File: config.mk
export PLATFORM = sky130hd
export DESIGN_NAME = d2pc_cfg
export DESIGN_NICKNAME = d
export VERILOG_FILES = /design/src/rtl/core/d2pc_pkg.sv /design/src/rtl/core/d2pc_cfg.sv
export SDC_FILE = /design/constraint.sdc
export NUM_CORES = 1
export LEC_CHECK = 0
export ABC_CLOCK_PERIOD_IN_PS = 1150
export BUFFER_PORTS_ARGS = -buffer_cell sky130_fd_sc_hd__buf_2
export CAP_MARGIN = 40
export CORE_ASPECT_RATIO = 1.5
export CORE_MARGIN = 2
export CORE_UTILIZATION = 47
export CTS_BUF_LIST = sky130_fd_sc_hd__clkbuf_4 sky130_fd_sc_hd__clkbuf_8
export DETAILED_ROUTE_END_ITERATION = 10
export PLACE_DENSITY_LB_ADDON = 0.12
export SLEW_MARGIN = 20
export SYNTH_ARGS = -nofsm -noshare
export SYNTH_HDL_FRONTEND = slang
export SYNTH_SLANG_ARGS = --single-unit
File: constraint.sdc
create_clock -name clk -period 1.15 [get_ports clk]
set_clock_uncertainty 0.05 [all_clocks]
set_input_delay 0.0575 -clock clk [delete_from_list [all_inputs] [get_ports clk]]
set_output_delay 0.0575 -clock clk [all_outputs]
set_load 0.01 [all_outputs]
File: src/rtl/core/d2pc_pkg.sv
`timescale 1ns / 1ps
`default_nettype none
package d2pc_pkg;

  localparam int DEPTH_W     = 24;
  localparam int COLOR_W     = 8;
  localparam int COORD_W     = 32;
  localparam int STRIDE_W    = 8;
  localparam int INV_W       = 32;
  localparam int CENTER_W    = 17;
  localparam int APB_DW      = 32;
  localparam int APB_AW      = 5;
  localparam int QUEUE_DEPTH = 4;

  typedef enum logic [2:0] {
    REG_SAMPLE_STRIDE = 3'd0,
    REG_MAX_DEPTH     = 3'd1,
    REG_KEEP_SKY      = 3'd2,
    REG_INV_FX        = 3'd3,
    REG_INV_FY        = 3'd4,
    REG_CENTER_X      = 3'd5,
    REG_CENTER_Y      = 3'd6
  } reg_idx_t;

  localparam logic [STRIDE_W-1:0] RST_STRIDE    = 8'd4;
  localparam logic [DEPTH_W-1:0]  RST_MAX_DEPTH = 24'd51200;
  localparam logic [INV_W-1:0]    RST_INV_F     = 32'd2236962;
  localparam logic [CENTER_W-1:0] RST_CENTER_X  = 17'd15352;
  localparam logic [CENTER_W-1:0] RST_CENTER_Y  = 17'd8632;

  typedef struct packed {
    logic [STRIDE_W-1:0] sample_stride;
    logic [DEPTH_W-1:0]  max_depth_limit;
    logic                keep_sky;
    logic [INV_W-1:0]    inv_focal_x;
    logic [INV_W-1:0]    inv_focal_y;
    logic [CENTER_W-1:0] center_x;
    logic [CENTER_W-1:0] center_y;
  } cfg_t;

  typedef struct packed {
    logic [DEPTH_W-1:0] z;
    logic [COLOR_W-1:0] red;
    logic [COLOR_W-1:0] green;
    logic [COLOR_W-1:0] blue;
  } pix_t;

  // Advance a stride phase; a zero stride behaves as one, and a phase left
  // above a newly written stride wraps to zero.
  function automatic logic [STRIDE_W-1:0] next_phase(input logic [STRIDE_W-1:0] phase,
                                                     input logic [STRIDE_W-1:0] stride);
    logic [STRIDE_W:0] s;
    logic [STRIDE_W:0] n;
    s = (stride == '0) ? (STRIDE_W+1)'(1) : {1'b0, stride};
    n = {1'b0, phase} + (STRIDE_W+1)'(1);
    return (n >= s) ? '0 : n[STRIDE_W-1:0];
  endfunction

endpackage
`default_nettype wire

File: src/rtl/core/d2pc_cfg.sv
`timescale 1ns / 1ps
`default_nettype none
module d2pc_cfg (
  input  wire logic                          clk,
  input  wire logic                          rst_n,
  input  wire logic                          psel,
  input  wire logic                          penable,
  input  wire logic                          pwrite,
  input  wire logic [d2pc_pkg::APB_AW-1:0]   paddr,
  input  wire logic [d2pc_pkg::APB_DW-1:0]   pwdata,
  output logic      [d2pc_pkg::APB_DW-1:0]   prdata,
  output logic                               pready,
  output d2pc_pkg::cfg_t                     cfg
);

  d2pc_pkg::cfg_t   cfg_r;
  d2pc_pkg::reg_idx_t idx;
  logic             wr_en;

  assign pready = 1'b1;
  assign wr_en  = psel && penable && pwrite;
  assign idx    = d2pc_pkg::reg_idx_t'(paddr[d2pc_pkg::APB_AW-1:2]);
  assign cfg    = cfg_r;

  always_ff @(posedge clk) begin
    if (!rst_n) begin
      cfg_r.sample_stride   <= d2pc_pkg::RST_STRIDE;
      cfg_r.max_depth_limit <= d2pc_pkg::RST_MAX_DEPTH;
      cfg_r.keep_sky        <= 1'b0;
      cfg_r.inv_focal_x     <= d2pc_pkg::RST_INV_F;
      cfg_r.inv_focal_y     <= d2pc_pkg::RST_INV_F;
      cfg_r.center_x        <= d2pc_pkg::RST_CENTER_X;
      cfg_r.center_y        <= d2pc_pkg::RST_CENTER_Y;
    end else if (wr_en) begin
      case (idx)
        d2pc_pkg::REG_SAMPLE_STRIDE: begin
          cfg_r.sample_stride <= pwdata[d2pc_pkg::STRIDE_W-1:0];
        end
        d2pc_pkg::REG_MAX_DEPTH: begin
          cfg_r.max_depth_limit <= pwdata[d2pc_pkg::DEPTH_W-1:0];
        end
        d2pc_pkg::REG_KEEP_SKY: begin
          cfg_r.keep_sky <= pwdata[0];
        end
        d2pc_pkg::REG_INV_FX: begin
          cfg_r.inv_focal_x <= pwdata[d2pc_pkg::INV_W-1:0];
        end
        d2pc_pkg::REG_INV_FY: begin
          cfg_r.inv_focal_y <= pwdata[d2pc_pkg::INV_W-1:0];
        end
        d2pc_pkg::REG_CENTER_X: begin
          cfg_r.center_x <= pwdata[d2pc_pkg::CENTER_W-1:0];
        end
        d2pc_pkg::REG_CENTER_Y: begin
          cfg_r.center_y <= pwdata[d2pc_pkg::CENTER_W-1:0];
        end
        default: begin
        end
      endcase
    end
  end

  always_comb begin
    case (idx)
      d2pc_pkg::REG_SAMPLE_STRIDE: prdata = d2pc_pkg::APB_DW'(cfg_r.sample_stride);
      d2pc_pkg::REG_MAX_DEPTH:     prdata = d2pc_pkg::APB_DW'(cfg_r.max_depth_limit);
      d2pc_pkg::REG_KEEP_SKY:      prdata = d2pc_pkg::APB_DW'(cfg_r.keep_sky);
      d2pc_pkg::REG_INV_FX:        prdata = d2pc_pkg::APB_DW'(cfg_r.inv_focal_x);
      d2pc_pkg::REG_INV_FY:        prdata = d2pc_pkg::APB_DW'(cfg_r.inv_focal_y);
      d2pc_pkg::REG_CENTER_X:      prdata = d2pc_pkg::APB_DW'(cfg_r.center_x);
      d2pc_pkg::REG_CENTER_Y:      prdata = d2pc_pkg::APB_DW'(cfg_r.center_y);
      default:                     prdata = '0;
    endcase
  end

endmodule
`default_nettype wire

# Word-level counts from Yosys, hierarchy flattened
# Index checks and enable logic that the tools add are counted.
# totals
reg_bits	131
input_bits	42
out_inout_bits	164
elab_cells	24
# op_classes
eq_ne	6
mux	1
n_reduce_logical	10
# op_table
operator	n
one-hot mux 32 bit (7 select lines)	1
AND reduction 2 bit	7
equality test 3 bit, second input constant	3
equality test 3 x 2 -> 1 bit, second input constant	2
equality test 3 x 1 -> 1 bit, second input constant	1
logical NOT 3 bit	1
logical AND 1 bit	2

# Logic depth before layout (Yosys ltp)
# logic_depth
word_depth	3
mapped_depth	6

# Least setup slack after synthesis
# No wires, ideal clock.
# synth_timing
kind	input to output
from	in paddr[3] (netlist name)
to	out prdata[11] (netlist name)
arrival_ns	1.037
required_time_ns	1.043
path_slack_ns	0.006
cell_stages	5
cell_sequence	buf_2 -> buf_2 -> mux2i_1 -> nor2_1 -> a221o_1
# synth_via
elab_chain_cells	2
elab_cells_between_ends	8
cone_classes	6 x eq/ne; 1 x mux; 1 x reduce/logical
# synth_lines
item	line_no	source
start, declared	d2pc_cfg.sv:9	input wire logic [d2pc_pkg::APB_AW-1:0] paddr,
equality test 3 bit, or another cell as far along	d2pc_cfg.sv:64	case (idx)
one-hot mux 32 bit (7 select lines) *	d2pc_cfg.sv:64	
end, declared	d2pc_cfg.sv:11	output logic [d2pc_pkg::APB_DW-1:0] prdata,
# Every way passes the cells marked *; elsewhere a longest branch is shown, timed or not.

# Worst setup path in the final report
# layout_timing
from	reg cfg_r (netlist bit cfg[100])
to	out prdata[1] (netlist name)
# layout_via
elab_chain_cells	1
# layout_lines
item	line_no	source
start, declared	d2pc_cfg.sv:16	d2pc_pkg::cfg_t cfg_r;
one-hot mux 32 bit (7 select lines)	d2pc_cfg.sv:64	
# Every way passes these cells.

==> flow_summary.json <==
{
  "placed_cell_area_um2": 7590,
  "holdWs_ps": 24.3,
  "reg2reg_slack_ps": 260,
  "yosysTopAreaCellShare": 0.445,
  "critPathRequiredTime_ps": 1040,
  "dieArea_um2": 13500,
  "cts_buffers": 17,
  "drc_errors": 0,
  "antenna_found_initial": 0,
  "start_util": 0.476,
  "arrival_ps": 1490,
  "grtUsageTotal": 0.301,
  "cpMaxStageDelayCell": "dfxtp_2",
  "routed_wirelength_mm": 20.5,
  "largest_reg_flops": 131,
  "finalWorstSetupSlack_ps": -444,
  "slew_viol_final": 0,
  "drive_above_1_share": 0.481,
  "crit_type": "flop to primary output",
  "r2r-start": "cfg[87]",
  "synth_warnings": 0,
  "die_h_um": 141,
  "cp_max_fo": 2,
  "n_antenna_cell": 0,
  "drt_iter0_markers": 220,
  "gp_congestion": 0.862,
  "status": "complete, but fails checks",
  "clock_latency_ps": 430,
  "hold-path-endpoint": "cfg[30]",
  "cts_max_path_buffers": 2,
  "cp_cell_sequence": "mux2i_2 > o32ai_2 > a221o_1 > buf_2",
  "synth_top_cell_by_area": "dfxtp_1",
  "period_share": 1.39,
  "rsz0062_at_grt": "true",
  "seq_area_frac_synth": 0.445,
  "setup_viol": 33,
  "end_kind": "primary output",
  "gr-total-overflow": 0,
  "final-hold-violation-count": 0,
  "fin_area_um2": 9270,
  "vias": 6129,
  "powerDensity_nw_per_um2": 1070,
  "grt_pass1_wl_mm": 31.5,
  "max_freq_mhz": 627,
  "ys_types": 39,
  "rr_worst_depth": 3,
  "min_from": "rst_n",
  "netlist_area_um2": 5890,
  "cap_viol_max_count": 0,
  "async_reset_ff_frac": 0,
  "synth_edf_count": 0,
  "avgSynthCellArea_um2": 9.38,
  "p_total_mw": 9.96,
  "rows": 50,
  "hp-class": "input port to flop",
  "yosys-top-cells-area": "dfxtp_1, mux2i_1, nand2_1",
  "hpwl_mm": 13.9,
  "period_needed_ps": 1590,
  "grt_pass1_vias": 6400,
  "p_leak_nw": 4.42,
  "synth_cells": 628,
  "drt.antenna.violating_nets": 0,
  "vias_per_cell": 5.47,
  "cts_sinks": 131,
  "hold_path_depth": 3,
  "htreeDepth": 4,
  "core_region_area_um2": 12400,
  "pin_count": 206,
  "drtPass1Iterations": 5,
  "worst_ir_drop_vdd_uv": 742,
  "io_buffers": 202,
  "synth_nets": 670,
  "violations": "setup timing",
  "r2r_end": "cfg[87]",
  "critPathLaunchType": "flop",
  "die_w_um": 95.4,
  "ys_ff_latch": 131,
  "cts_tree": "done",
  "grt_max_degree": 60,
  "root_buffer": "clkbuf_8",
  "areaGrowthSynthToFinish_pct": 57.4,
  "cpPeakStageDelay_ps": 340,
  "ys.flop_type": "dfxtp_1",
  "wl_per_cell_um": 18.3,
  "clk_pin_slew_ps": 80,
  "finalNetCount": 994,
  "synth_commonest_cells": "dfxtp_1, nand2_1, mux2i_1",
  "fill_cells": 882
}
-- worst max path at each step --
stage	from	endpoint	slack [ps]	cells after the start
final	cfg[100]	prdata[1]	-440	4
after global routing	cfg[101]	prdata[2]	-490	4
after CTS	cfg[100]	prdata[1]	-460	4
after detailed placement	paddr[3]	cfg[58]	-260	6
after global placement	paddr[3]	cfg[48]	-250	6
after floorplan	paddr[3]	prdata[11]	6	5
-- cell type report --
class | instances | area, um2 | share of cell area
clock inverters | 11 | 153 | 0.0165
clock buffers | 21 | 277 | 0.0298
flip-flops and latches | 131 | 2720 | 0.293
multi-input cells | 422 | 3060 | 0.330
repair buffers | 359 | 2790 | 0.301
inverters | 21 | 78.8 | 0.00850
well taps | 156 | 195 | 0.0211
-- where the power goes --
group	total, mW	internal (mW)	switching (mW)
Sequential	4.60	4.57	0.0304
Combinational	1.14	0.546	0.592
Clock	4.22	2.32	1.90
-- repair_timing --
item                                    4_1_cts  5_1_grt
hold buffers                                 33        0
resized for setup                           102       72
pin swaps                                    17        6
hold endpoints to repair                    130        0
endpoints found under the setup margin       38       65
buffers inserted                             39        7
-- worst max-delay path, delay by kind of cell (launching register included) --
family | cells | cell delay [ps]
multiplexers | 1 | 150
AO/OA/AOI/OAI | 2 | 410
buffers and inverters | 1 | 160
flip-flops | 1 | 340
-- kinds of logic after synthesis --
logic type	after synthesis	share of synthesized area
and+or+nand+nor	181	0.132
buffers and inverters	75	0.0569
muxes	132	0.225
DFF	131	0.445
AOI/OAI and AO/OA	108	0.140
other	1	0.000637
-- cell usage in the layout, fill, tap and decap left out, types with 19 or more instances in the layout --
cell type      instances
clkbuf_8              19
buf_6                 67
dfxtp_2               77
inv_1                 19
nand2_1              130
mux2i_1              125
dlygate4sd3_1         33
buf_4                 96
a22o_1                20
dfxtp_1               54
o21ai_0               25
buf_2                152
-- layer usage --
layer	routed length (um)	global-route usage	part of all wire	vias to the layer above
met4	779	0.171	0.038	0
met2	10600	0.521	0.51	246
met3	1400	0.0738	0.068	56
met5	0	0	0	-
met1	7780	0.327	0.38	2968
li1	-	-	-	2859
-- through the flow --
step	setup WS, ps	utilization	TNS, ps	std cells
global route	-494	0.748	-8920	1121
CTS	-462	0.719	-7560	1115
global placement	-245	0.613	-20860	1012
detailed placement	-258	0.613	-25260	1012
floorplan	5.81	-	0	628
finish	-444	0.748	-7020	1121
No activity file was read; power rests on OpenSTA's default activity.
