--- src/rtl/core/d2pc_pkg.sv ---
`timescale 1ns / 1ps
`default_nettype none
package d2pc_pkg;

  localparam int DEPTH_W     = 24;
  localparam int COLOR_W     = 8;
  localparam int COORD_W     = 32;
  localparam int STRIDE_W    = 8;
  localparam int INV_W       = 32;
  localparam int CENTER_W    = 17;
  localparam int APB_DW      = 32;
  localparam int APB_AW      = 5;
  localparam int QUEUE_DEPTH = 4;

  typedef enum logic [2:0] {
    REG_SAMPLE_STRIDE = 3'd0,
    REG_MAX_DEPTH     = 3'd1,
    REG_KEEP_SKY      = 3'd2,
    REG_INV_FX        = 3'd3,
    REG_INV_FY        = 3'd4,
    REG_CENTER_X      = 3'd5,
    REG_CENTER_Y      = 3'd6
  } reg_idx_t;

  localparam logic [STRIDE_W-1:0] RST_STRIDE    = 8'd4;
  localparam logic [DEPTH_W-1:0]  RST_MAX_DEPTH = 24'd51200;
  localparam logic [INV_W-1:0]    RST_INV_F     = 32'd2236962;
  localparam logic [CENTER_W-1:0] RST_CENTER_X  = 17'd15352;
  localparam logic [CENTER_W-1:0] RST_CENTER_Y  = 17'd8632;

  typedef struct packed {
    logic [STRIDE_W-1:0] sample_stride;
    logic [DEPTH_W-1:0]  max_depth_limit;
    logic                keep_sky;
    logic [INV_W-1:0]    inv_focal_x;
    logic [INV_W-1:0]    inv_focal_y;
    logic [CENTER_W-1:0] center_x;
    logic [CENTER_W-1:0] center_y;
  } cfg_t;

  typedef struct packed {
    logic [DEPTH_W-1:0] z;
    logic [COLOR_W-1:0] red;
    logic [COLOR_W-1:0] green;
    logic [COLOR_W-1:0] blue;
  } pix_t;

  // Advance a stride phase; a zero stride behaves as one, and a phase left
  // above a newly written stride wraps to zero.
  function automatic logic [STRIDE_W-1:0] next_phase(input logic [STRIDE_W-1:0] phase,
                                                     input logic [STRIDE_W-1:0] stride);
    logic [STRIDE_W:0] s;
    logic [STRIDE_W:0] n;
    s = (stride == '0) ? (STRIDE_W+1)'(1) : {1'b0, stride};
    n = {1'b0, phase} + (STRIDE_W+1)'(1);
    return (n >= s) ? '0 : n[STRIDE_W-1:0];
  endfunction

endpackage
`default_nettype wire

--- src/rtl/core/d2pc_fifo.sv ---
`timescale 1ns / 1ps
`default_nettype none
module d2pc_fifo #(
  parameter int WIDTH = 8
) (
  input  wire logic             clk,
  input  wire logic             rst_n,
  input  wire logic             push,
  input  wire logic [WIDTH-1:0] wdata,
  output logic                  full,
  input  wire logic             pop,
  output logic [WIDTH-1:0]      rdata,
  output logic                  not_empty
);

  localparam int AW = $clog2(d2pc_pkg::QUEUE_DEPTH);
  localparam int CW = $clog2(d2pc_pkg::QUEUE_DEPTH + 1);

  logic [WIDTH-1:0] mem_r [d2pc_pkg::QUEUE_DEPTH];
  logic [AW-1:0]    wr_ptr_r, rd_ptr_r;
  logic [CW-1:0]    count_r, count_nxt;
  logic             do_push, do_pop;

  assign full      = (count_r == CW'(d2pc_pkg::QUEUE_DEPTH));
  assign not_empty = (count_r != '0);
  assign do_push   = push && !full;
  assign do_pop    = pop && not_empty;
  assign rdata     = mem_r[rd_ptr_r];

  always_comb begin
    count_nxt = count_r;
    if (do_push && !do_pop) begin
      count_nxt = count_r + CW'(1);
    end else if (do_pop && !do_push) begin
      count_nxt = count_r - CW'(1);
    end
  end

  always_ff @(posedge clk) begin
    if (do_push) begin
      mem_r[wr_ptr_r] <= wdata;
    end
  end

  always_ff @(posedge clk) begin
    if (!rst_n) begin
      wr_ptr_r <= '0;
      rd_ptr_r <= '0;
      count_r  <= '0;
    end else begin
      if (do_push) begin
        wr_ptr_r <= wr_ptr_r + AW'(1);
      end
      if (do_pop) begin
        rd_ptr_r <= rd_ptr_r + AW'(1);
      end
      count_r <= count_nxt;
    end
  end

endmodule
`default_nettype wire

--- config.mk ---
export PLATFORM = sky130hd
export DESIGN_NAME = d2pc_fifo
export DESIGN_NICKNAME = d
export VERILOG_FILES = /design/src/rtl/core/d2pc_pkg.sv /design/src/rtl/core/d2pc_fifo.sv
export SDC_FILE = /design/constraint.sdc
export NUM_CORES = 1
export LEC_CHECK = 0
export BUFFER_PORTS_ARGS = -buffer_cell sky130_fd_sc_hd__buf_2
export CAP_MARGIN = 20
export CORE_MARGIN = 3
export CORE_UTILIZATION = 35
export CTS_CLUSTER_DIAMETER = 30
export DETAILED_ROUTE_END_ITERATION = 7
export GPL_TIMING_DRIVEN = 0
export PLACE_DENSITY = 0.51
export SYNTH_ARGS = -nofsm -noshare
export SYNTH_HDL_FRONTEND = slang
export SYNTH_SLANG_ARGS = --single-unit
--- constraint.sdc ---
create_clock -name clk -period 2 [get_ports clk]
set_input_delay 0.1 -clock clk [delete_from_list [all_inputs] [get_ports clk]]
set_output_delay 0.1 -clock clk [all_outputs]
set_load 0.01 [all_outputs]
Word-level counts from Yosys, hierarchy flattened
Memories as Yosys holds them, arrays and structs flattened. A register that Yosys moved wholly into a read port is not among the register bits.
Index checks and enable logic that the tools add are counted.
- register bits after elaboration: 7
- memory bits (writable): 32
- input bits: 12
- output and inout port bits: 10
- logic and storage cells: 24
- memories kept: 1
- memory list (memory ; depth ; bits a word ; rd ports ; clocked after memory_dff ; write ports ; line ; RTL):
    mem_r ; 4 ; 8 ; 1 ; 1 ; 1 ; d2pc_fifo.sv:19 ; logic [WIDTH-1:0] mem_r [d2pc_pkg::QUEUE_DEPTH];
- $add $sub $neg: 4
- equal/unequal tests: 1
- multiplexer cells: 6
- reduce and logical (&&, ||, !) cells: 9
- operators with widths (operator ; count):
    3-bit two-way mux ; 2
    2-bit by 1-bit adder with 2-bit output (second input constant) ; 2
    1-bit logical AND ; 4
    2-bit two-way mux ; 2
    3-bit by 1-bit adder with 3-bit output (second input constant) ; 1
    3-bit equality test (second input constant) ; 1
    1-bit zero test ; 3
    3-bit nonzero test ; 1
    3-bit by 1-bit subtractor with 3-bit output (second input constant) ; 1
    1-bit two-way mux ; 2
    2-bit nonzero test ; 1

Logic depth before layout (Yosys ltp)
- word-level depth: 7
- depth in mapped cells: 9
- mapped depth without buffers: 8

Worst setup path before layout
OpenSTA, ideal clock, no wires.
- kind: register to register
- start: register count_r[0]
- end: register count_r[2]
- setup time: 70 ps
- arrival: 1958 ps
- required time: 1930 ps
- setup slack: -28 ps
- stages on the path, launching flop included: 10
- path buffers: 1
- period minus slack after synthesis: 2028 ps
- path through: dfxtp_1 > nor3b_2 > nor2b_1 > buf_6 > ha_1 > inv_1 > fa_1 > xor2_1 > or3_1 > a21boi_1
- word-level cells in the longest chain between the ends: 6
- elaborated cells between the ends (all ways): 14
- classes of those cells: add/sub (2); eq/ne (1); mux (2); reduce/logical (9)
- ends and longest elaborated chain (what ; line ; RTL):
    start, declared ; d2pc_fifo.sv:21 ; logic [CW-1:0] count_r, count_nxt;
    start signal, assigned ; d2pc_fifo.sv:57 ; count_r <= count_nxt;
    3-bit equality test * ; d2pc_fifo.sv:24 ; assign full = (count_r == CW'(d2pc_pkg::QUEUE_DEPTH));
    via full ; d2pc_fifo.sv:10 ; output logic full,
    1-bit zero test * ; d2pc_fifo.sv:26 ; assign do_push = push && !full;
    1-bit logical AND * ; d2pc_fifo.sv:26 ;
    via do_push ; d2pc_fifo.sv:22 ; logic do_push, do_pop;
    1-bit zero test ; d2pc_fifo.sv:34 ; end else if (do_pop && !do_push) begin
    1-bit logical AND ; d2pc_fifo.sv:34 ;
    2-bit nonzero test (no source line) ; -- ;
Mark *: on every way through the listed nets, which the timed path passes. The rest lies on a longest branch. The select of a mux whose other input is x is not followed.
A chain may end at the register's enable or synchronous reset.

Worst setup path in the final report
- start: register count_r[2]
- end: register count_r[2]
- word-level cells in the longest chain between the ends: 6
- elaborated cells between the ends (all ways): 14
- classes of those cells: add/sub (2); eq/ne (1); mux (2); reduce/logical (9)
- ends and longest elaborated chain (what):
    parallel branches: the longest is 6 deep, another holds 3-bit by 1-bit subtractor with 3-bit output
Several ways; the timed one is not identified. The select of a mux whose other input is x is not followed.

==> flow_summary_export.csv <==
group,metric,value,unit
place,place_area,1809,sq um
worst_setup_path,critPathKind,"reg -> reg",
yosys,ys_ff_latch,41,
pwr,p_switching,640.7,uW
yosys,synth.yosys.seq_area_share,69.51,%
cells_and_area,n_antenna_cell,0,
yosys,synth_top_family_by_area,"multiplexers",
worst_setup_path,cp_top_family,"adder cells",
clock_tree,cts_root_buf,"clkbuf_8",
job,max_cap_viol_count,0,
worst_setup_path,slowest_stage,"dfxtp_4",
pwr,p_seq_share,48.4,%
clock_tree,htreeDepth,2,
drt,avgRoutedWirePerCell,14.96,um
clock_tree,clk_pin_slew,0.07,ns
clock_tree,ctsHoldBuffers,0,
pwr,p_comb_share,29.5,%
timing,slew_headroom,63.89,%
timing,rsz0062_at_grt,"true",
yosys,synth.cell_area,1642,sq um
drt,remaining_drc_errors,0,
pwr,p_clk_share,22.2,%
yosys,synth_top_area_cell,"edfxtp_1",
global_routing,grt_max_degree,12,
drt,postRouteAntennaNets,0,
drt,vias,806,
cells_and_area,final_util,43.89,%
timing,hold_slack,0.03114,ns
pwr,peakVddDrop,0.5194,mV
worst_setup_path,cpPeakStageDelay,0.35,ns
clock_tree,cts_buffers,5,
cells_and_area,fin_nets,138,
global_routing,grt-ovfl-total,0,
timing,finalCriticalPeriod,1.941,ns
yosys,synth_nets,108,
yosys,synth_xor_xnor_area_share,2.134,%
place,numPortBuffers,20,
pwr,p_sw_share,27.32,%
drt,routed_wl,2573,um
timing,final.setup.tns,0,ns
yosys,synth_fa_ha_area_share,5.030,%
die,io_pins,22,
clock_tree,clkSinkCount,41,
worst_setup_path,r2r_setup_slack,0.06,ns
clock_tree,cts_buffer_depth,2,
worst_setup_path,required,2.21,ns
timing,finalCritPeriodShare,97.07,%
die,core-area,4444,sq um
die,die-area,5548,sq um
yosys,synth-compound-area-share,2.058,%
cells_and_area,fin_area,1951,sq um
cells_and_area,nFillCells,400,
global_routing,antenna_found_initial,0,
yosys,synth-simple-area-share,6.326,%
cells_and_area,regArea,1152,sq um
timing,tightestPinTransition,0.5416,ns
worst_setup_path,path_max_fanout,3,
place,place.gp.congestion,0.7099,
clock_tree,cts_tree,"built",
timing,finClkSkew,0.002788,ns
clock_tree,insertion_delay,0.28,ns
cells_and_area,area_delta_synth_final,18.83,%
worst_setup_path,critPathBufInv,2,
die,fp.dieH,74.49,um
cells_and_area,multi_input_area,489.2,sq um
pwr,totalPowerFinal,2.345,mW
worst_setup_path,critPathCaptureType,"flip-flop",
yosys,synth_top_area_share,58.54,%
cells_and_area,layout_common_cells,"edfxtp_1 (32), buf_2 (21), mux4_2 (8), and2_1 (8)",
global_routing,grt_first_pass_wirelength,4002,um
worst_setup_path,cp_data_arrival_time,2.15,ns
worst_setup_path,worstPathCellList,"buf_4 -> o31ai_4 -> ha_4 -> inv_1 -> fa_2 -> xor2_1 -> or3_1 -> a21boi_1",
yosys,syn_area_per_cell,18.24,sq um
yosys,synthTopCellsByArea,"edfxtp_1 (59%), dfxtp_1 (11%), mux4_2 (11%), ha_1 (3.8%), and2_1 (3.0%)",
yosys,synth.distinct_cells,23,
timing,setup_viol,0,
pwr,p_leak,0.7001,nW
timing,max_freq,515.1,MHz
cells_and_area,drive_gt1_share,39.17,%
yosys,muxShareOfSynthArea,12.80,%
drt,first_pass_iters,4,
die,std_cell_rows,24,
worst_setup_path,critPathLaunchType,"flip-flop",
drt,drtIter0Drc,23,
min_path,hp-class,"in -> reg",
pwr,p_int,1.705,mW
yosys,synthCells,90,
pwr,power_density,1202,nW/um^2
cells_and_area,layout_commonest_cell,"edfxtp_1",
drt,viasPerCell,4.686,
global_routing,grt_usage,10.39,%
global_routing,grt_pass1_vias,862,
yosys,synth-warning-count,0,
timing,finalHoldViolCount,0,
timing,slew_violations,0,
die,initial_core_util,36.94,%
die,die_w,74.49,um
run_status,status,"complete, no violations",
-- Yosys cell counts --
cell,instances
a21boi_1,1
and2_1,8
buf_1,1
buf_2,1
buf_6,1
clkbuf_1,1
dfxtp_1,9
edfxtp_1,32
fa_1,1
ha_1,5
inv_1,3
mux2i_1,3
mux4_2,8
nand2_1,4
nor2b_1,2
nor3b_2,1
o21ai_0,1
o311ai_1,1
o31ai_2,1
or3_1,1
or3_2,1
xnor2_1,3
xor2_1,1
-- state kept, by name (all words and copies together) (netlist names), named ones only --
name	flops
mem_r	32
rd_ptr_r	2
wr_ptr_r	2
count_r	3
-- through the flow --
| step | std cells | setup slack [ns] |
|---|---|---|
| detailed placement | 162 | -0.08508 |
| finish | 172 | 0.05868 |
| global route | 172 | -0.05342 |
| CTS | 172 | 0.01883 |
| global placement | 162 | -0.03701 |
| floorplan | 90 | 0.02077 |
-- path summary, 6_finish.rpt --
kind,startpoint,to,cells past startpoint
worst min register to register,wr_ptr_r[0],wr_ptr_r[0],2
worst min-delay path,wdata[0],mem_r[0][0],1
worst max register to register,count_r[2],count_r[2],8
worst max-delay path,count_r[2],count_r[2],8
-- routing by layer --
metal	vias up	track usage [%]	share of wire (%)
met3	5	3.378	4.1
met2	16	17.07	50
met5	-	0	0
li1	394	-	-
met1	391	12.14	44
met4	0	5.336	1.7
-- layout make-up --
type                    instances  area share (%)
plain buffers                   4           1.219
clock buffers                   7           4.426
inverters                       3          0.5773
multi-input cells              42           25.08
flip-flops and latches         41           59.08
well taps                      52           3.335
repair buffers                 23           6.286
-- worst register-to-register path, stage by stage (launching register included) --
cell and delay (ns):
dfxtp_4 0.35, buf_4 0.14, o31ai_4 0.24, ha_4 0.18, inv_1 0.05, fa_2 0.33
xor2_1 0.15, or3_1 0.31, a21boi_1 0.14
-- cell families after synthesis --
kind of cell	after synthesis
fa+ha+maj	6
buf+inv	7
compound gates	4
simple gates	17
mux	11
xor+xnor	4
flops	41
-- repair_timing --
action | CTS | global route
gates resized for setup | 7 | 1
pin swaps | 1 | 1
setup buffers | 3 | 0
gates cloned | 0 | 0
setup endpoints to repair | 1 | 1
-- power by group through the flow --
stage                     logic (mW)  clock network [mW]  registers (mW)
after floorplan                0.471                   0            1.12
after global placement         0.640                   0            1.14
after detailed placement       0.654                   0            1.15
after CTS                      0.694               0.544            1.14
after global routing           0.771               0.582            1.15
final                          0.691               0.520            1.13
(Power assumes the default switching activity.)
