--- src/rtl/core/d2pc_pkg.sv ---
`timescale 1ns / 1ps
`default_nettype none
package d2pc_pkg;

  localparam int DEPTH_W     = 24;
  localparam int COLOR_W     = 8;
  localparam int COORD_W     = 32;
  localparam int STRIDE_W    = 8;
  localparam int INV_W       = 32;
  localparam int CENTER_W    = 17;
  localparam int APB_DW      = 32;
  localparam int APB_AW      = 5;
  localparam int QUEUE_DEPTH = 4;

  typedef enum logic [2:0] {
    REG_SAMPLE_STRIDE = 3'd0,
    REG_MAX_DEPTH     = 3'd1,
    REG_KEEP_SKY      = 3'd2,
    REG_INV_FX        = 3'd3,
    REG_INV_FY        = 3'd4,
    REG_CENTER_X      = 3'd5,
    REG_CENTER_Y      = 3'd6
  } reg_idx_t;

  localparam logic [STRIDE_W-1:0] RST_STRIDE    = 8'd4;
  localparam logic [DEPTH_W-1:0]  RST_MAX_DEPTH = 24'd51200;
  localparam logic [INV_W-1:0]    RST_INV_F     = 32'd2236962;
  localparam logic [CENTER_W-1:0] RST_CENTER_X  = 17'd15352;
  localparam logic [CENTER_W-1:0] RST_CENTER_Y  = 17'd8632;

  typedef struct packed {
    logic [STRIDE_W-1:0] sample_stride;
    logic [DEPTH_W-1:0]  max_depth_limit;
    logic                keep_sky;
    logic [INV_W-1:0]    inv_focal_x;
    logic [INV_W-1:0]    inv_focal_y;
    logic [CENTER_W-1:0] center_x;
    logic [CENTER_W-1:0] center_y;
  } cfg_t;

  typedef struct packed {
    logic [DEPTH_W-1:0] z;
    logic [COLOR_W-1:0] red;
    logic [COLOR_W-1:0] green;
    logic [COLOR_W-1:0] blue;
  } pix_t;

  // Advance a stride phase; a zero stride behaves as one, and a phase left
  // above a newly written stride wraps to zero.
  function automatic logic [STRIDE_W-1:0] next_phase(input logic [STRIDE_W-1:0] phase,
                                                     input logic [STRIDE_W-1:0] stride);
    logic [STRIDE_W:0] s;
    logic [STRIDE_W:0] n;
    s = (stride == '0) ? (STRIDE_W+1)'(1) : {1'b0, stride};
    n = {1'b0, phase} + (STRIDE_W+1)'(1);
    return (n >= s) ? '0 : n[STRIDE_W-1:0];
  endfunction

endpackage
`default_nettype wire

--- src/rtl/core/d2pc_front.sv ---
`timescale 1ns / 1ps
`default_nettype none
module d2pc_front #(
  parameter int MAX_DIM = 8192
) (
  input  wire logic                              clk,
  input  wire logic                              rst_n,
  input  wire logic                              in_valid,
  output logic                                   in_stall,
  input  wire logic [d2pc_pkg::DEPTH_W-1:0]      in_depth_value,
  input  wire logic                              in_depth_finite,
  input  wire logic [d2pc_pkg::COLOR_W-1:0]      in_blue,
  input  wire logic [d2pc_pkg::COLOR_W-1:0]      in_green,
  input  wire logic [d2pc_pkg::COLOR_W-1:0]      in_red,
  input  wire logic                              in_sky_flag,
  input  wire logic                              in_frame_start,
  input  wire logic                              in_line_end,
  input  wire d2pc_pkg::cfg_t                    cfg,
  input  wire logic                              q_full,
  output logic                                   q_push,
  output logic                                   q_neg_x,
  output logic [((($clog2(MAX_DIM) + 4) > d2pc_pkg::CENTER_W) ?
                ($clog2(MAX_DIM) + 4) : d2pc_pkg::CENTER_W)-1:0] q_mag_x,
  output logic                                   q_neg_y,
  output logic [((($clog2(MAX_DIM) + 4) > d2pc_pkg::CENTER_W) ?
                ($clog2(MAX_DIM) + 4) : d2pc_pkg::CENTER_W)-1:0] q_mag_y,
  output d2pc_pkg::pix_t                         q_pix
);

  localparam int CNT_W = $clog2(MAX_DIM);
  localparam int MAG_W = ((CNT_W + 4) > d2pc_pkg::CENTER_W) ? (CNT_W + 4) : d2pc_pkg::CENTER_W;
  localparam logic [CNT_W-1:0] CNT_MAX = CNT_W'(MAX_DIM - 1);

  logic [CNT_W-1:0]              col_r, col_nxt, row_r, row_nxt;
  logic [d2pc_pkg::STRIDE_W-1:0] cph_r, cph_nxt, rph_r, rph_nxt;
  logic [CNT_W-1:0]              col_cur, row_cur;
  logic [d2pc_pkg::STRIDE_W-1:0] cph_cur, rph_cur;
  logic                          accept, keep;
  logic [MAG_W:0]                diff_x, diff_y;

  assign in_stall = q_full;
  assign accept   = in_valid && !q_full;

  // A frame start clears position and phases before this pixel is used.
  assign col_cur = in_frame_start ? '0 : col_r;
  assign row_cur = in_frame_start ? '0 : row_r;
  assign cph_cur = in_frame_start ? '0 : cph_r;
  assign rph_cur = in_frame_start ? '0 : rph_r;

  assign keep = (cph_cur == '0) && (rph_cur == '0) && in_depth_finite &&
                (in_depth_value != '0) && (in_depth_value <= cfg.max_depth_limit) &&
                !(in_sky_flag && !cfg.keep_sky);

  // Offsets from the principal point in Q.4 pixels, split into sign and magnitude.
  assign diff_x = (MAG_W+1)'({col_cur, 4'b0000}) - (MAG_W+1)'(cfg.center_x);
  assign diff_y = (MAG_W+1)'({row_cur, 4'b0000}) - (MAG_W+1)'(cfg.center_y);

  assign q_push  = accept && keep;
  assign q_neg_x = diff_x[MAG_W];
  assign q_neg_y = diff_y[MAG_W];
  assign q_mag_x = diff_x[MAG_W] ? MAG_W'(-diff_x) : diff_x[MAG_W-1:0];
  assign q_mag_y = diff_y[MAG_W] ? MAG_W'(-diff_y) : diff_y[MAG_W-1:0];

  assign q_pix.z     = in_depth_value;
  assign q_pix.red   = in_red;
  assign q_pix.green = in_green;
  assign q_pix.blue  = in_blue;

  always_comb begin
    col_nxt = col_cur;
    row_nxt = row_cur;
    cph_nxt = cph_cur;
    rph_nxt = rph_cur;
    if (in_line_end) begin
      col_nxt = '0;
      cph_nxt = '0;
      row_nxt = (row_cur >= CNT_MAX) ? CNT_MAX : row_cur + CNT_W'(1);
      rph_nxt = d2pc_pkg::next_phase(rph_cur, cfg.sample_stride);
    end else begin
      col_nxt = (col_cur >= CNT_MAX) ? CNT_MAX : col_cur + CNT_W'(1);
      cph_nxt = d2pc_pkg::next_phase(cph_cur, cfg.sample_stride);
    end
  end

  always_ff @(posedge clk) begin
    if (!rst_n) begin
      col_r <= '0;
      row_r <= '0;
      cph_r <= '0;
      rph_r <= '0;
    end else if (accept) begin
      col_r <= col_nxt;
      row_r <= row_nxt;
      cph_r <= cph_nxt;
      rph_r <= rph_nxt;
    end
  end

endmodule
`default_nettype wire

--- config.mk ---
export PLATFORM = sky130hd
export DESIGN_NAME = d2pc_front
export DESIGN_NICKNAME = d
export VERILOG_FILES = /design/src/rtl/core/d2pc_pkg.sv /design/src/rtl/core/d2pc_front.sv
export SDC_FILE = /design/constraint.sdc
export NUM_CORES = 1
export LEC_CHECK = 0
export ABC_AREA = 1
export BUFFER_PORTS_ARGS = -buffer_cell sky130_fd_sc_hd__buf_2
export CAP_MARGIN = 20
export CELL_PAD_IN_SITES_DETAIL_PLACEMENT = 1
export CELL_PAD_IN_SITES_GLOBAL_PLACEMENT = 2
export CORE_MARGIN = 4
export CORE_UTILIZATION = 24
export DETAILED_ROUTE_END_ITERATION = 10
export PLACE_DENSITY = 0.86
export SLEW_MARGIN = 20
export SYNTH_ARGS = -nofsm -noshare
export SYNTH_HDL_FRONTEND = slang
export SYNTH_SLANG_ARGS = --single-unit
--- constraint.sdc ---
create_clock -name clk -period 3.9 [get_ports clk]
set_input_delay 0.195 -clock clk [delete_from_list [all_inputs] [get_ports clk]]
set_output_delay 0.195 -clock clk [all_outputs]
set_load 0.005 [all_outputs]
# After elaboration in Yosys (flattened, before gate mapping)
# Cells that the tools add are included.
[word_totals]
latchBits = 0
memories = 0
elab_cells = 47
rom_bits = 0
inputBits = 187
output_inout_bits = 86
reg_bits = 42
ram_bits = 0
[classes]
eq_ne = 0
bitwise_logic = 0
muxes = 15
reduce_logical = 15
mul = 0
magnitude_cmp = 5
div_mod_pow = 0
shift = 0
add_sub_neg = 8
[ops]
columns = ["cell", "count"]
rows = [
  ["2-to-1 mux 13 bit", 6],
  ["2-to-1 mux 8 bit", 7],
  ["subtractor 17 x 17 -> 18 bit", 2],
  ["2-to-1 mux 17 bit", 2],
  ["negation 17 bit", 2],
  ["adder 13 x 1 -> 13 bit, second input constant", 2],
  [">= comparator 13 bit, second input constant", 2],
  ["<= comparator 24 bit", 1],
  ["zero test 8 bit", 3],
  ["nonzero test 24 bit", 1],
  ["adder 8 x 1 -> 9 bit, second input constant", 2],
  [">= comparator 9 x 8 -> 1 bit", 1],
  [">= comparator 9 bit", 1],
  ["logical AND 1 bit", 8],
  ["zero test 1 bit", 3],
]

# Logic depth before layout (Yosys ltp)
[logic_depth]
depth_word = 8
depth_mapped = 21
ltp_nobuf = 18

# Worst setup path before layout
# No wires, ideal clock.
[synth_timing]
path_kind = "input to register"
start = "in in_frame_start"
end = "reg cph_r[0] in the netlist's numbering"
arrival_ps = 2683
stages = 17
path_buffers = 3
t_required_ps = 3830
path_slack_ps = 1146
path_cell_list = "buf_6 > clkbuf_1 > buf_1 > nor2_1 > ha_1 > nand3_1 > nor2_1 > nand2_1 > xnor2_1 > inv_1 > ha_1 > nand2_1 > o21bai_1 > a21boi_0 > nor4_4 > nand3_1 > a21oi_1"
[synth_via]
elab_chain_len = 5
[synth_lines]
columns = ["item", "line", "source"]
rows = [
  ["start, declared", "d2pc_front.sv:16", "input wire logic in_frame_start,"],
  ["2-to-1 mux 8 bit *", "d2pc_front.sv:47", "assign cph_cur = in_frame_start ? '0 : cph_r;"],
  ["adder 8 x 1 -> 9 bit *", "d2pc_pkg.sv:55", "n = {1'b0, phase} + (STRIDE_W+1)'(1);"],
  [">= comparator 9 x 8 -> 1 bit", "d2pc_pkg.sv:56", "return (n >= s) ? '0 : n[STRIDE_W-1:0];"],
  ["2-to-1 mux 8 bit *", "d2pc_pkg.sv:56", ""],
  ["2-to-1 mux 8 bit *", "d2pc_front.sv:74", "if (in_line_end) begin"],
  ["end signal, assigned", "d2pc_front.sv:94", "cph_r <= cph_nxt;"],
  ["end, declared", "d2pc_front.sv:35", "logic [d2pc_pkg::STRIDE_W-1:0] cph_r, cph_nxt, rph_r, rph_nxt;"],
]
# Mark *: on every way between the ends. The rest lies on a longest branch, timed or not.
# A chain may end at the register's enable or synchronous reset.

==> results_dict.tcl <==
set metrics [dict create \
    status "finished, final reports clean" \
    synth_common_cells "nand2_1 (330), inv_1 (186), nor2_1 (97)" \
    worstSkewPairLatency_ns 0.28 \
    cts.repair.resized 0 \
    setup_violations 0 \
    synthFlopType "dfxtp_1" \
    clockRootBuffer "clkbuf_16" \
    diodes 0 \
    die_h_um 176 \
    required_ns 3.70 \
    top_level_ports 273 \
    drive_above_1_share_pct 17.4 \
    drt-pass1-iter-count 6 \
    drc 0 \
    finalSetupTns_ns 0 \
    synthTopCellsByArea "nand2_1 (18%), dfxtp_1 (12%), ha_1 (12%)" \
    relSlewSlack_pct 55.5 \
    synth_nets 1413 \
    leakagePower_nw 4.17 \
    yosysTopAreaCellShare_pct 18.3 \
    avgRoutedWirePerCell_um 12.6 \
    ys_types 50 \
    clk_path_buf_depth 2 \
    clkSinkCount 42 \
    synth_area_mm2 0.00678 \
    yosysMostFrequentCell "nand2_1" \
    cts_buffers 5 \
    post_cts_buffers 0 \
    syn_avg_cell_area_um2 5.84 \
    cap_violations 0 \
    finalMaxSlewViolations 0 \
    p_per_area_mw_per_mm2 174 \
    grt.total_usage_pct 13.3 \
    port_buffers 160 \
    hold_class "in2reg" \
    fin_worst_skew_ns 0.00690 \
    grt_pass1_vias 7721 \
    yosysWarnings 0 \
    hold_violations 0 \
    gr-total-overflow 0 \
    drtAntennaViolNets 0 \
    final_net_count 1514 \
    dieArea_mm2 0.0310 \
    tightest_slew_ns 0.664 \
    tritoncts "yes" \
    critical_path_class "in2out" \
    post_synth_inst_count 1160 \
    synth_edf_count 0 \
    hold_buffers 0 \
    period_needed_ns 3.05 \
    antenna_found_initial 0 \
    crit_path_start_kind "input port" \
    peakVddDrop_uv 142 \
    yosysSeqAreaShare_pct 12.4 \
    fmax_ghz 0.328 \
    drtIter0Drc 226 \
    synth_top_area_cell "nand2_1" \
    critPathCaptureType "primary output" \
    core_mm2 0.0278 \
    dpl_cell_area_mm2 0.00760 \
    htree_levels 2 \
    floorplan.initialDensity_pct 24.4 \
    ys_ff_latch 42 \
    fin_crit_sh_pct 78.3 \
    grt_pass1_wl_um 35400 \
    postRouteWirelength_um 20700 \
    design_area_mm2 0.00774 \
    cp_data_arrival_time_ns 2.86 \
    dr_total_vias 7370 \
    hpwl_um 17900 \
    fp.dieW_um 176 \
    rsz0062_at_grt "false" \
    grtUsageMet3_pct 1.76 \
    grt_use_met1_pct 16.8 \
    finalWeightedCongestion 0.816 \
    ys_async_sr_fraction_pct 0 \
    path_clk_slew_ns 0.06 \
    grt_start_max_net_pins 41 \
    num_rows 61 \
    grt_util_met2_pct 24.6 \
    worstPathMaxFanout 40 \
    syn2layout_area_growth_pct 14.2 \
    top_usage_layer "met2" \
    vias_per_cell 4.50 \
]
## worst max-delay path, stage by stage
cell,delay [ns]
buf_2,0.34
inv_6,0.23
nand2_1,0.20
inv_1,0.09
ha_1,0.33
inv_1,0.09
o21ai_0,0.11
a21oi_1,0.23
inv_1,0.06
a21oi_1,0.17
nand2_2,0.15
inv_2,0.24
o21ai_2,0.11
xor2_1,0.15
buf_2,0.13
## flip-flops by register name (all words and copies together), names as in the netlist
name   flops
cph_r      8
row_r     13
rph_r      8
col_r     13
## area by class of cell
cell class | instances | area (um^2)
clock buffers | 6 | 139
fillers | 3756 | 20000
inverters | 192 | 728
multi-input cells | 855 | 4700
flip-flops and latches | 42 | 841
well taps | 378 | 473
repair buffers | 165 | 858
## layer usage
| metal | wire length (um) | vias up |
|---|---|---|
| met5 | 0 | - |
| met3 | 789 | 12 |
| met4 | 132 | 0 |
| li1 | - | 3876 |
| met2 | 10000 | 128 |
| met1 | 9750 | 3354 |
## path summary, 6_finish.rpt
check / end / cells after the start / from / slack [ns]
setup / recovery: q_mag_y[12] / 15 / in_frame_start / 0.85
setup reg to reg: rph_r[4]$_SDFFE_PN0P_ / 12 / rph_r[0]$_SDFFE_PN0P_ / 0.97
hold reg to reg: cph_r[2]$_SDFFE_PN0P_ / 2 / cph_r[2]$_SDFFE_PN0P_ / 0.47
hold / removal: row_r[4]$_SDFFE_PN0P_ / 3 / rst_n / 0.26
## cells in the final DEF, fill, tap and decap left out, types with 3 or more instances in the layout
cell,synthesis,layout
o21ai_1,4,4
o221ai_1,3,3
xnor2_1,14,14
o2111ai_1,3,3
a211oi_1,7,7
inv_1,186,186
buf_2,2,160
xor2_1,25,25
nand4_1,17,17
nand2_1,330,330
o21bai_1,8,8
o21ai_0,21,21
nor3_1,18,18
nand3b_1,10,10
a21oi_1,73,73
dfxtp_1,42,42
nand3_2,5,5
inv_2,3,3
nor4_1,11,11
clkbuf_16,0,5
nand3_1,85,85
a31oi_1,3,3
nor2_2,13,13
o211ai_1,5,5
ha_1,66,66
nand2_2,15,15
buf_4,52,4
nor2_1,97,97
## cells by family after synthesis
logic type	synth area share [%]
buf+inv	18.3
compound gates	11.9
xor+xnor	5.04
simple gates	40.2
fa+ha+maj	12.2
flops	12.4
## per-stage QoR
step / instances / total power [mW] / hold slack, ns / util (%) / worst slack, ns
after floorplan: 1160 / 0.798 / 0.355 / - / 1.15
after global placement: 1631 / 0.941 / 0.390 / 27.2 / 0.814
after detailed placement: 1632 / 0.956 / 0.390 / 27.3 / 0.804
after CTS: 1638 / 1.39 / 0.265 / 27.8 / 0.802
after global routing: 1638 / 1.47 / 0.285 / 27.8 / 0.509
final: 1638 / 1.35 / 0.265 / 27.8 / 0.848
## where the power goes
group	internal (mW)	switching, mW	total (mW)
Combinational	0.195	0.294	0.490
Clock	0.248	0.165	0.413
Sequential	0.438	0.00859	0.447
Note: power is estimated with default switching activity, not from simulation.
